<file path="config.mk">
export PLATFORM = sky130hd
export DESIGN_NAME = hcg_outq
export DESIGN_NICKNAME = d
export VERILOG_FILES = /design/src/hw/rtl/hcg_pkg.sv /design/src/hw/rtl/hcg_outq.sv
export SDC_FILE = /design/constraint.sdc
export NUM_CORES = 1
export LEC_CHECK = 0
export BUFFER_PORTS_ARGS = -buffer_cell sky130_fd_sc_hd__buf_2
export CAP_MARGIN = 15
export CORE_MARGIN = 2
export CORE_UTILIZATION = 56
export CTS_BUF_LIST = sky130_fd_sc_hd__clkbuf_8
export DETAILED_ROUTE_END_ITERATION = 16
export PLACE_DENSITY_LB_ADDON = 0.1
export SLEW_MARGIN = 30
export SYNTH_ARGS = -nofsm -noshare
export SYNTH_HDL_FRONTEND = slang
export SYNTH_SLANG_ARGS = --single-unit
export TNS_END_PERCENT = 100
</file>
<file path="constraint.sdc">
create_clock -name clk -period 30.2 [get_ports clk]
set_input_delay 1.51 -clock clk [delete_from_list [all_inputs] [get_ports clk]]
set_output_delay 1.51 -clock clk [all_outputs]
set_load 0.01 [all_outputs]
</file>
<file path="src/hw/rtl/hcg_pkg.sv">
`timescale 1ns / 1ps
package hcg_pkg;

  typedef struct packed {
    logic [31:0] start_tick;
    logic [15:0] duration;
    logic [31:0] peak_tick;
    logic [15:0] channel;
    logic [23:0] charge;
    logic [13:0] height;
    logic [31:0] tag;
  } member_t;

  localparam int MEMBER_W = $bits(member_t);

  typedef struct packed {
    member_t    mbr;
    logic [7:0] size;
    logic       last_group;
    logic       ovf;
  } res_t;

  // Handshake between sequencer and output staging
  typedef struct packed {
    logic push;
    logic idle;
  } oq_ctl_t;

  typedef struct packed {
    logic push_ok;
    logic pend_valid;
  } oq_sts_t;

  localparam logic [1:0] CFG_TICK_LIMIT     = 2'd0;
  localparam logic [1:0] CFG_CHANNEL_WINDOW = 2'd1;
  localparam logic [1:0] CFG_MIN_GROUP_SIZE = 2'd2;

  localparam logic REQ_FLUSH = 1'b1;

  typedef enum logic [3:0] {
    S_IDLE,
    S_SLOT,
    S_DECIDE,
    S_SCAN_RD,
    S_SCAN_CMP,
    S_PUT,
    S_MRG_RD,
    S_MRG_WR,
    S_CLOSE,
    S_EMIT_RD,
    S_EMIT_WR,
    S_END,
    S_SHIFT,
    S_NEW,
    S_WB
  } state_t;

endpackage

</file>
<file path="src/hw/rtl/hcg_outq.sv">
`timescale 1ns / 1ps
module hcg_outq (
  input  logic             clk,
  input  logic             rst,
  input  hcg_pkg::oq_ctl_t ctl,
  input  hcg_pkg::res_t    push_res,
  output hcg_pkg::oq_sts_t sts,
  input  logic             out_ready,
  output logic             out_valid,
  output hcg_pkg::res_t    out_res,
  output logic             out_last
);
  import hcg_pkg::*;

  logic pend_valid;
  res_t pend;
  logic out_free;

  // Pending stage holds the newest result until it is known whether it ends the run.
  assign out_free = !out_valid || out_ready;
  assign sts.push_ok = !pend_valid || out_free;
  assign sts.pend_valid = pend_valid;

  always_ff @(posedge clk) begin
    if (rst) begin
      pend_valid <= 1'b0;
      out_valid <= 1'b0;
    end else if (ctl.push && sts.push_ok) begin
      pend <= push_res;
      pend_valid <= 1'b1;
      if (pend_valid) begin
        out_res <= pend;
        out_last <= 1'b0;
        out_valid <= 1'b1;
      end else if (out_ready) begin
        out_valid <= 1'b0;
      end
    end else if (ctl.idle && pend_valid && out_free) begin
      out_res <= pend;
      out_last <= 1'b1;
      out_valid <= 1'b1;
      pend_valid <= 1'b0;
    end else if (out_ready) begin
      out_valid <= 1'b0;
    end
  end

endmodule

</file>
* Word level (Yosys, flattened, before mapping) *
Cells that the tools add are included.

storage, ports and cells
  bits in registers = 355
  input bits = 181
  output and inout port bits = 180
  word-level logic and storage cells = 47

cells by class
  equal/unequal tests = 1
  muxes and demuxes = 12
  bitwise operators = 1
  reductions and logical operators = 10

operators with widths
  operator            number
  $mux 176            3
  $mux 1              9
  $logic_and 1x1->1   3
  $reduce_and 3->1    1
  $logic_not 1->1     2
  $logic_or 1x1->1    2
  $ne 2x2->1 const B  1
  $reduce_and 2->1    1
  $reduce_bool 2->1   1
  $not 1->1           1

* Depth between registers and ports, before layout *
Gate-level depths: netlist (run 1).

  depth in word-level cells = 6
  depth in mapped cells = 2
  gate-level depth less buffers = 2

* Worst setup path after synthesis (run 1) *
OpenSTA, ideal clock, no wires.

  kind = input to register
  start point = input port out_ready
  end point = register pend[0] in the netlist's numbering (enable)
  arrival = 14.450 ns
  data required time = 29.237 ns
  slack = 14.787 ns
  cell stages on the path = 2
  path through = nand3b_1 nor3b_1

between the ends
  word-level cells in the longest chain between the ends = 4

ends and longest elaborated chain
  item                               RTL line        source
  start: declaration                 hcg_outq.sv:8   input logic out_ready,
  $logic_or 1x1->1                   hcg_outq.sv:20  assign out_free = !out_valid || out_ready;
  $logic_or 1x1->1                   hcg_outq.sv:21  assign sts.push_ok = !pend_valid || out_free;
  $logic_and 1x1->1                  hcg_outq.sv:28  end else if (ctl.push && sts.push_ok) begin
  $reduce_and 2->1 (no source line)  -
  end signal: assignment             hcg_outq.sv:29  pend <= push_res;
  end: declaration                   hcg_outq.sv:16  res_t pend;

Every way passes these cells.
A chain may end at the register's enable or synchronous reset.

==> results of run 1 <==
-- sequential cells by signal, summed over array words and instances (netlist names) --
| register | cells |
|---|---|
| out_last | 1 |
| out_res | 176 |
| out_valid | 1 |
| pend | 176 |
| pend_valid | 1 |
-- worst paths after layout --
path / start / end / slack [ns] / depth (start not counted)
setup reg to reg: out_valid / pend[15] / 27.83 / 4
hold reg to reg: pend[3] / out_res[3] / 0.41 / 0
setup / recovery: out_ready / sts[1] / 26.72 / 3
hold / removal: pend[3] / out_res[3] / 0.41 / 0
-- cell type report --
type	instances	area, sq um
flip-flops and latches	355	10600
fillers	1158	4960
repair buffers	365	1880
clock buffers	53	729
well taps	234	293
clock inverters	41	163
multi-input cells	9	78.8
diodes	8	20.0
inverters	1	3.75
-- layer usage --
metal	wire length [um]	share of wire [%]	GRT usage (%)
met4	473	2.3	7.40
met5	61	0.30	0
met1	7050	35	21.7
met2	10200	50	33.4
met3	2510	12	9.99
-- stage by stage --
step | instances | hold WS [ns] | utilization, %
4_1_cts | 1057 | 0.413 | 73.3
6_report | 1066 | 0.411 | 73.5
5_1_grt | 1062 | 0.417 | 73.5
2_1_floorplan | 366 | 0.400 | -
3_5_place_dp | 963 | 0.405 | 68.5
3_3_place_gp | 963 | 0.400 | 68.5
-- synthesized netlist by cell type (all sizes together) --
master  instances
dfxtp           2
a21oi           1
nand2b          1
inv             1
buf             1
o21ai           1
edfxtp        353
nand3b          1
nor2            1
nand2           1
a311oi          1
nor3b           2
-- power groups by stage --
| stage | Combinational [W] | Sequential [W] | Clock (W) |
|---|---|---|---|
| 3_5_place_dp | 0.0000315 | 0.000577 | 0 |
| 5_1_grt | 0.0000344 | 0.000567 | 0.000356 |
| 6_report | 0.0000313 | 0.000566 | 0.000325 |
| 2_1_floorplan | 0.00000668 | 0.000587 | 0 |
| 4_1_cts | 0.0000316 | 0.000567 | 0.000335 |
| 3_3_place_gp | 0.0000309 | 0.000576 | 0 |
-- kinds of logic (layout without fill, tap and decap cells) --
family | after synthesis | in the layout | share of synthesized area (%)
other | 0 | 8 | 0
and+or+nand+nor | 6 | 6 | 0.408
buffers and inverters | 2 | 460 | 0.105
DFF | 355 | 355 | 99.3
AOI/OAI and AO/OA | 3 | 3 | 0.233
-- critical path: stages --
cell	delay (ns)
buf_2	0.10
nand3b_1	0.19
buf_2	0.17
==> qor.csv, run 1 <==
metric,value,unit
Seq cells post-synth,355,
pre-CTS setup slack,26.61,ns
Unique masters post-synth,12,
"Clk Latency, worst-skew pair",0.54,ns
Internal,0.000738,W
clk root buf,clkbuf_8,
number of buffers inserted by port buffering,360,
PwrDens,66.8,mW/mm^2
sw power,0.000184,W
TritonCTS Buffers,52,
Reg power frac,61.4,%
vias in the first global route,5294,
Die Width,142,um
Clock Pin Slew Worst Setup and Hold Paths,0.06,ns
Detailed Routing Iterations Pass 1,5,
post-route worst setup slack,26.72,ns
final critical-path share of the clock period,11.5,%
worst-path fanout max,3,
grt total ovfl,0,
nets,965,
Total Power,0.000922,W
CTS Hold Buffers Added,0,
Peak VDD IR,0.0450,mV
wire per inst,19.1,um
Comb pwr share,3.4,%
Core Area,0.0188,sq mm
Area Overhead vs Synth,28.8,%
routed wire length,20300,um
clock sink count,355,
Clk pwr share,35.2,%
DR DRC count,0,
Vert. Die Dim,142,um
layout cells sized above 1,52.1,%
post-cts resize count,0,
max_slew headroom,50.6,%
max-slew violation count,0,
setup violators final,0,
most frequent cells in the layout,"360 x buf_2, 353 x edfxtp_1, 53 x clkbuf_8",
Area contributors post-synth,"edfxtp_1 99%, dfxtp_1 0.37%, a311oi_2 0.14%",
initial antenna violation count,14,
Crit path arrival time,1.97,ns
Clock Skew,0.0118,ns
initial detailed-routing violation count,251,
Max Freq,287,MHz
status,"finished, final reports clean",
RSZ-0062 raised after global routing,no,
cell leakage power,5.26,nW
Switching Share,20.0,%
Setup Buffers After CTS,0,
routability congestion estimate,0.782,
htree depth,2,
sequential-to-total area share from yosys stat,99.3,%
TritonCTS clock tree,yes,
vias,5088,
"Cell Area, Synth",0.0107,sq mm
first-pass GRT wire length,29100,um
"Avg Cell Area, Syn",29.3,sq um
detailed placement HPWL,14000,um
Post-Synthesis Cells,366,
vias per cell,4.77,
initial cell density of the core,57.1,%
category of the most critical setup path,primary input to output port,
total track usage,19.8,%
clock tree buffer depth,3,
setup TNS,0,ns
post-route minimum period,3.48,ns
slew at the pin closest to its max-slew limit,0.741,ns
total of warnings raised by yosys,0,
antenna-violating nets left,0,
die area,0.0203,sq mm
placed inst area,0.0129,sq mm
Hold Crit Class,flop to flop,
max_cap viols,0,
Synth top area share,98.9,%
"most common cell after layout, fill and taps aside",buf_2,
number of I/O pins,361,
Worst EP required,28.69,ns
Critical Path Source Type,primary input,
Finished Cell Area,0.0138,sq mm
Syn Nets,547,
top cell type by total area after synthesis,edfxtp_1,
Crit. End Element,output port,
largest net degree at the start of global routing,178,
Final Hold Fails,0,
Rows,50,
Power figures use the tool's default switching activity.
==> run 2: changes to the inputs <==
--- a/config.mk
+++ b/config.mk
@@ -5,10 +5,11 @@
 export SDC_FILE = /design/constraint.sdc
 export NUM_CORES = 1
 export LEC_CHECK = 0
+export ABC_AREA = 1
 export BUFFER_PORTS_ARGS = -buffer_cell sky130_fd_sc_hd__buf_2
 export CAP_MARGIN = 15
 export CORE_MARGIN = 2
-export CORE_UTILIZATION = 56
+export CORE_UTILIZATION = 47
 export CTS_BUF_LIST = sky130_fd_sc_hd__clkbuf_8
 export DETAILED_ROUTE_END_ITERATION = 16
 export PLACE_DENSITY_LB_ADDON = 0.1
==> constraint.sdc (replaced) <==
create_clock -name clk -period 3.2 [get_ports clk]
set_input_delay 0.16 -clock clk [delete_from_list [all_inputs] [get_ports clk]]
set_output_delay 0.16 -clock clk [all_outputs]
set_load 0.01 [all_outputs]
==> run 2 against run 1 <==
Effect of this change:
- critical path depth increased by 2
- via count increased by 14%
- synthesized area unchanged
- utilization decreased by 3.7 points
- flip-flop and latch count unchanged
- register-to-register slack got worse by 26 ns
- non-clock buffer count increased by 182
- sequential power increased to 9.5 times the previous value
- cell count increased by 22%
- critical path type is now flop to flop
==> qor.csv, run 2 <==
metric,value,unit,change
Ant. Diodes,0,,-8
"EDFF count, synth",353,,unchanged
number of I/O pins,361,,unchanged
PwrDens,575,mW/mm^2,+760%
max-slew violation count,0,,unchanged
routed length on met2,11800,um,+15%
reg2reg end,out_res[149],,
routability congestion estimate,0.787,,+0.64%
dominant synthesized flop cell,edfxtp_1,,
total of warnings raised by yosys,0,,unchanged
Critical Path Source Type,flop,,
Commonest cells post-synth,"353 x edfxtp_1, 7 x nand2_1, 5 x inv_1",,
first-pass GRT wire length,33600,um,+15%
top cell type by total area after synthesis,edfxtp_1,,
DR DRC count,0,,unchanged
setup violators final,0,,unchanged
final critical-path share of the clock period,57.1,%,
slew at the pin closest to its max-slew limit,0.529,ns,-0.212 ns
Area Overhead vs Synth,46.7,%,
routed wire length,23000,um,+13%
TritonCTS Buffers,54,,+3.8%
antenna-violating nets left,0,,unchanged
max_slew headroom,64.7,%,+14 points
worst-path fanout max,65,,+62
worst r2r src,pend_valid,,
Core Area,0.0225,sq mm,+20%
total track usage,18.7,%,-1.2 points
category of the most critical setup path,flop to flop,,
Syn Nets,554,,+1.3%
Die Width,155,um,+8.9%
initial detailed-routing violation count,301,,+20%
"Cell Area, Synth",0.0107,sq mm,unchanged
crit path capture,out_res[149],,
Detailed Routing Iterations Pass 1,4,,-1
TritonCTS clock tree,yes,,
detailed placement HPWL,14100,um,+0.17%
Clock Pin Slew Worst Setup and Hold Paths,0.06,ns,about the same
status,"finished, final reports clean",,
Post-Synthesis Cells,373,,+1.9%
Rows,55,,+10%
Synth top area share,98.9,%,unchanged
M1 WL,8400,um,+19%
number of buffers inserted by port buffering,360,,unchanged
grt total ovfl,0,,unchanged
post-route worst setup slack,1.37,ns,-25.35 ns
Seq cells post-synth,355,,unchanged
post-route minimum period,1.83,ns,
Crit. End Element,flop,,
Unique masters post-synth,8,,-4
Crit path arrival time,2.03,ns,+0.06 ns
Regs by FF count,"out_res: 176 flops, pend: 176 flops",,
WP depth,5,,+2
Final Hold Fails,0,,unchanged
Sequential Area,0.0106,sq mm,about the same
clk root buf,clkbuf_8,,
ys async rst share,0,%,unchanged
RSZ-0062 raised after global routing,no,,
"Avg Cell Area, Syn",28.7,sq um,-1.9%
largest net degree at the start of global routing,93,,-48%
initial cell density of the core,47.6,%,-9.5 points
reg2reg path depth,5,,+1
CP max stage delay,0.43,ns,+0.24 ns
area of the multi-input gates,72.6,sq um,-7.9%
sequential-to-total area share from yosys stat,99.3,%,unchanged
clock sink count,355,,unchanged
Clock Skew,0.0179,ns,+0.00615 ns
hold-critical path depth,4,,+4
most frequent cells in the layout,"360 x buf_2, 353 x edfxtp_1, 182 x dlygate4sd3_1",,
Area contributors post-synth,"edfxtp_1 99%, dfxtp_1 0.37%, nand2_1 0.25%",,
"Slowest-stage cell, CP",nor2_4,,
vias,5820,,+14%
FILL cells,1430,,+23%
Peak VDD IR,0.356,mV,+690%
"Clk Latency, worst-skew pair",0.55,ns,about the same
pre-CTS setup slack,1.40,ns,-25.21 ns
"CP delay by family, top",simple AND/OR/NAND/NOR gates,,
critical-path cell list,inv_2 > nor2_2 > o21ai_2 > nor2_4 > buf_12,,
Top Metal Used,met4,,
most numerous cell in the Yosys netlist,edfxtp_1,,
Vert. Die Dim,155,um,+8.9%
die area,0.0240,sq mm,+19%
layout cells sized above 1,43.0,%,-9.1 points
Worst EP required,3.40,ns,-25.29 ns
clock tree buffer depth,3,,unchanged
vias per cell,4.49,,-6.0%
Hold Crit Class,primary input to flop,,
met3 wire len,2270,um,-9.6%
vias in the first global route,6353,,+20%
Total Power,0.00905,W,+880%
Max Freq,547,MHz,
cell leakage power,6.11,nW,+16%
crit path launch,pend_valid,,
nets,1156,,+20%
htree depth,2,,unchanged
initial antenna violation count,0,,-14
wire per inst,17.7,um,-7.2%
post-cts resize count,0,,unchanged
"most common cell after layout, fill and taps aside",buf_2,,
max_cap viols,0,,unchanged
r2r setup slk,1.37,ns,-26.46 ns
CP bufs+invs,2,,unchanged
## run 2: per-stage QoR
stage	utilization (%)	setup TNS (ns)	cells	cell area [sq um]	hold slack, ns
final	69.9	0	1297	15700	0.0527
after global routing	69.9	0	1297	15700	0.0482
after CTS	69.9	0	1297	15700	0.0110
after detailed placement	57.8	0	1022	13000	0.338
after global placement	57.8	0	1022	13000	0.336
after floorplan	-	-138.73	373	10700	0.259
## run 2: logic make-up (layout without fill, tap and decap cells)
logic type / count (synthesis) / in the layout / synth area share [%]
compound gates: 1 / 1 / 0.0466
buf+inv: 6 / 645 / 0.245
simple gates: 11 / 11 / 0.455
flops: 355 / 355 / 99.3
## run 2: worst min path at each step
stage,from,end
floorplan,push_res[0],pend[0]
global placement,push_res[113],pend[113]
detailed placement,push_res[101],pend[101]
CTS,out_ready,out_last
global route,out_ready,out_last
finish,out_ready,out_last
## run 2: tightest hold or removal path: stages
cell	delay, ns
buf_2	0.07
inv_1	0.05
nand3_2	0.08
nand2_1	0.06
## run 2: final cells by class
| cell class | instances | area share, % |
|---|---|---|
| Sequential cell | 355 | 67.7 |
| Timing Repair Buffer | 547 | 23.7 |
| Clock buffer | 55 | 4.81 |
| Tap cell | 285 | 2.27 |
| Clock inverter | 38 | 0.971 |
| Multi-Input combinational cell | 12 | 0.461 |
| Inverter | 5 | 0.143 |
## run 2: timing repair
action                    4_1_cts  5_1_grt
hold buffers                  182        0
hold endpoints to repair      179        0
buffers inserted                0        0
## run 2: layer usage
layer  GRT usage (%)  up-vias
met1            20.5     2798
met4            6.88        0
met2            32.8      273
met3            7.44       31
met5               0        -
li1                -     2718
## run 2: report_power, final
part / total (W) / leakage [nW] / switching, W / internal (W)
clock: 0.00314 / 0.556 / 0.00156 / 0.00158
combinational: 0.000531 / 2.27 / 0.000246 / 0.000285
sequential: 0.00538 / 3.29 / 0.0000456 / 0.00533
total: 0.00905 / 6.11 / 0.00185 / 0.00720
==> run 3: changes to the inputs <==
--- a/config.mk
+++ b/config.mk
@@ -5,11 +5,11 @@
 export SDC_FILE = /design/constraint.sdc
 export NUM_CORES = 1
 export LEC_CHECK = 0
-export ABC_AREA = 1
+export ABC_AREA = 0
 export BUFFER_PORTS_ARGS = -buffer_cell sky130_fd_sc_hd__buf_2
 export CAP_MARGIN = 15
 export CORE_MARGIN = 2
-export CORE_UTILIZATION = 47
+export CORE_UTILIZATION = 52
 export CTS_BUF_LIST = sky130_fd_sc_hd__clkbuf_8
 export DETAILED_ROUTE_END_ITERATION = 16
 export PLACE_DENSITY_LB_ADDON = 0.1
==> constraint.sdc (replaced) <==
create_clock -name clk -period 1.8 [get_ports clk]
set_input_delay 0.09 -clock clk [delete_from_list [all_inputs] [get_ports clk]]
set_output_delay 0.09 -clock clk [all_outputs]
set_load 0.01 [all_outputs]
==> run 3 against run 2 <==
Effect of this change:
- maximum frequency rose by 12%
- utilization rose by 8.4 points
- combinational power rose by 72%
- setup slack got worse by 1.2 ns
- via count rose by 2.7%
- critical path depth fell by 1
- first-iteration DRC count fell by 16%
==> qor.csv, run 3 (synthesis results as in run 1) <==
metric,value,unit,change
final critical-path share of the clock period,90.4,%,+33 points
vias,5980,,+2.7%
first-pass GRT wire length,35200,um,+4.7%
r2r setup slk,0.17,ns,-1.20 ns
htree depth,2,,unchanged
WHS Endpoint,pend[115],,
Regs by FF count,"out_res: 176 flops, pend: 176 flops",,
worst r2r src,pend_valid,,
total track usage,21.7,%,+3.1 points
Hold Crit Class,primary input to flop,,
initial cell density of the core,53.0,%,+5.3 points
number of buffers inserted by port buffering,360,,unchanged
post-route worst setup slack,0.172,ns,-1.20 ns
post-route minimum period,1.63,ns,-0.200 ns
detailed placement HPWL,15000,um,+6.5%
setup violators final,0,,unchanged
Detailed Routing Iterations Pass 1,5,,+1
max_slew headroom,72.4,%,+7.7 points
TritonCTS Buffers,52,,-3.7%
vias in the first global route,6591,,+3.7%
Critical Path Source Type,flop,,
category of the most critical setup path,flop to flop,,
CTS Hold Buffers Added,182,,unchanged
PwrDens,1020,mW/mm^2,+78%
min-delay src,push_res[115],,
most frequent cells in the layout,"360 x buf_2, 353 x edfxtp_1, 182 x dlygate4sd3_1",,
reg2reg end,pend[15],,
CP max stage delay,0.35,ns,-0.08 ns
pre-CTS setup slack,0.248,ns,-1.15 ns
Max Freq,614,MHz,+12%
TritonCTS clock tree,yes,,
routability congestion estimate,0.804,,+2.1%
number of I/O pins,361,,unchanged
grt total ovfl,0,,unchanged
Worst EP required,2.03,ns,-1.37 ns
vias per cell,4.67,,+4.0%
Setup Buffers After CTS,0,,unchanged
Vert. Die Dim,148,um,-4.8%
RSZ-0062 raised after global routing,no,,
antenna-violating nets left,0,,unchanged
Rows,52,,-5.5%
largest net degree at the start of global routing,74,,-20%
Ant. Diodes,0,,unchanged
Die Width,148,um,-4.8%
Crit path arrival time,1.86,ns,-0.17 ns
slew at the pin closest to its max-slew limit,0.414,ns,-0.115 ns
max_cap viols,0,,unchanged
status,"finished, final reports clean",,
"Slowest-stage cell, CP",dfxtp_2,,
die area,0.0218,sq mm,-9.4%
reg2reg path depth,4,,-1
post-cts resize count,0,,unchanged
worst-path fanout max,37,,-43%
clk root buf,clkbuf_8,,
"most common cell after layout, fill and taps aside",buf_2,,
routed wire length,23900,um,+4.2%
critical-path cell list,nand3b_1 > nor3b_4 > buf_4 > buf_12,,
wire per inst,18.7,um,+5.5%
Peak VDD IR,0.754,mV,+110%
cell leakage power,6.14,nW,+0.38%
nets,1155,,-0.087%
initial antenna violation count,0,,unchanged
layout cells sized above 1,43.9,%,+0.93 points
hold-critical path depth,2,,-2
"Clk Latency, worst-skew pair",0.54,ns,about the same
Final Core Density,78.3,%,+8.4 points
clock sink count,355,,unchanged
Area Overhead vs Synth,47.9,%,
initial detailed-routing violation count,254,,-16%
Final Hold Fails,0,,unchanged
max-slew violation count,0,,unchanged
Core Area,0.0202,sq mm,-10%
Clock Skew,0.0128,ns,-0.00515 ns
clock tree buffer depth,3,,unchanged
Clock Pin Slew Worst Setup and Hold Paths,0.07,ns,about the same
DR DRC count,0,,unchanged
Crit. End Element,flop,,
run 3: cell types whose count changed in the layout (fill, tap and decap cells not counted), sizes merged, moves of 2 or more:
cell and change:
nand2 -6, clkinvlp -2, inv -12, clkinv +6, nor3b +2, nand3 -2
buf +8
run 3: worst max-delay path by stage:
| stage | from | end | slack [ns] | cells past startpoint |
|---|---|---|---|---|
| 2_1_floorplan | out_valid | pend[0] | -3.63 | 2 |
| 3_3_place_gp | out_valid | pend[175] | 0.31 | 4 |
| 3_5_place_dp | pend_valid | pend[175] | 0.25 | 4 |
| 4_1_cts | pend_valid | pend[35] | 0.24 | 4 |
| 5_1_grt | pend_valid | pend[88] | 0.12 | 4 |
| 6_report | pend_valid | pend[15] | 0.17 | 4 |
run 3: critical path: cells and delay by family, from the launching register on:
kind	cells	cell delay [ns]
buffers and inverters	2	0.45
DFF	1	0.35
and+or+nand+nor	2	0.48
run 3: per-stage QoR:
| step | setup TNS [ns] | instances | power (W) | hold slack [ns] | instance area [sq um] |
|---|---|---|---|---|---|
| after floorplan | -1269.39 | 366 | 0.00987 | 0.150 | 10700 |
| final | 0 | 1281 | 0.0162 | 0.254 | 15900 |
| after global routing | 0 | 1281 | 0.0168 | 0.232 | 15900 |
| after CTS | 0 | 1281 | 0.0163 | 0.211 | 15900 |
| after detailed placement | 0 | 1008 | 0.0103 | 0.268 | 13100 |
| after global placement | 0 | 1008 | 0.0102 | 0.266 | 13100 |
run 3: power by group:
part / total [W] / internal [W] / switching (W)
clock: 0.00578 / 0.00299 / 0.00279
sequential: 0.00950 / 0.00943 / 0.0000775
combinational: 0.000911 / 0.000510 / 0.000401
total: 0.0162 / 0.0129 / 0.00327
run 3: cell type report:
type | count | area (sq um)
repair buffers | 555 | 3830
clock buffers | 56 | 771
inverters | 1 | 3.75
multi-input cells | 9 | 95.1
flip-flops and latches | 355 | 10600
fillers | 1112 | 4380
clock inverters | 35 | 166
well taps | 270 | 338
run 3: routing by layer:
metal	part of all wire, %	GRT usage [%]
met4	3.2	9.42
met2	52	37.4
met3	9.1	7.19
met5	0	0
met1	36	25.0
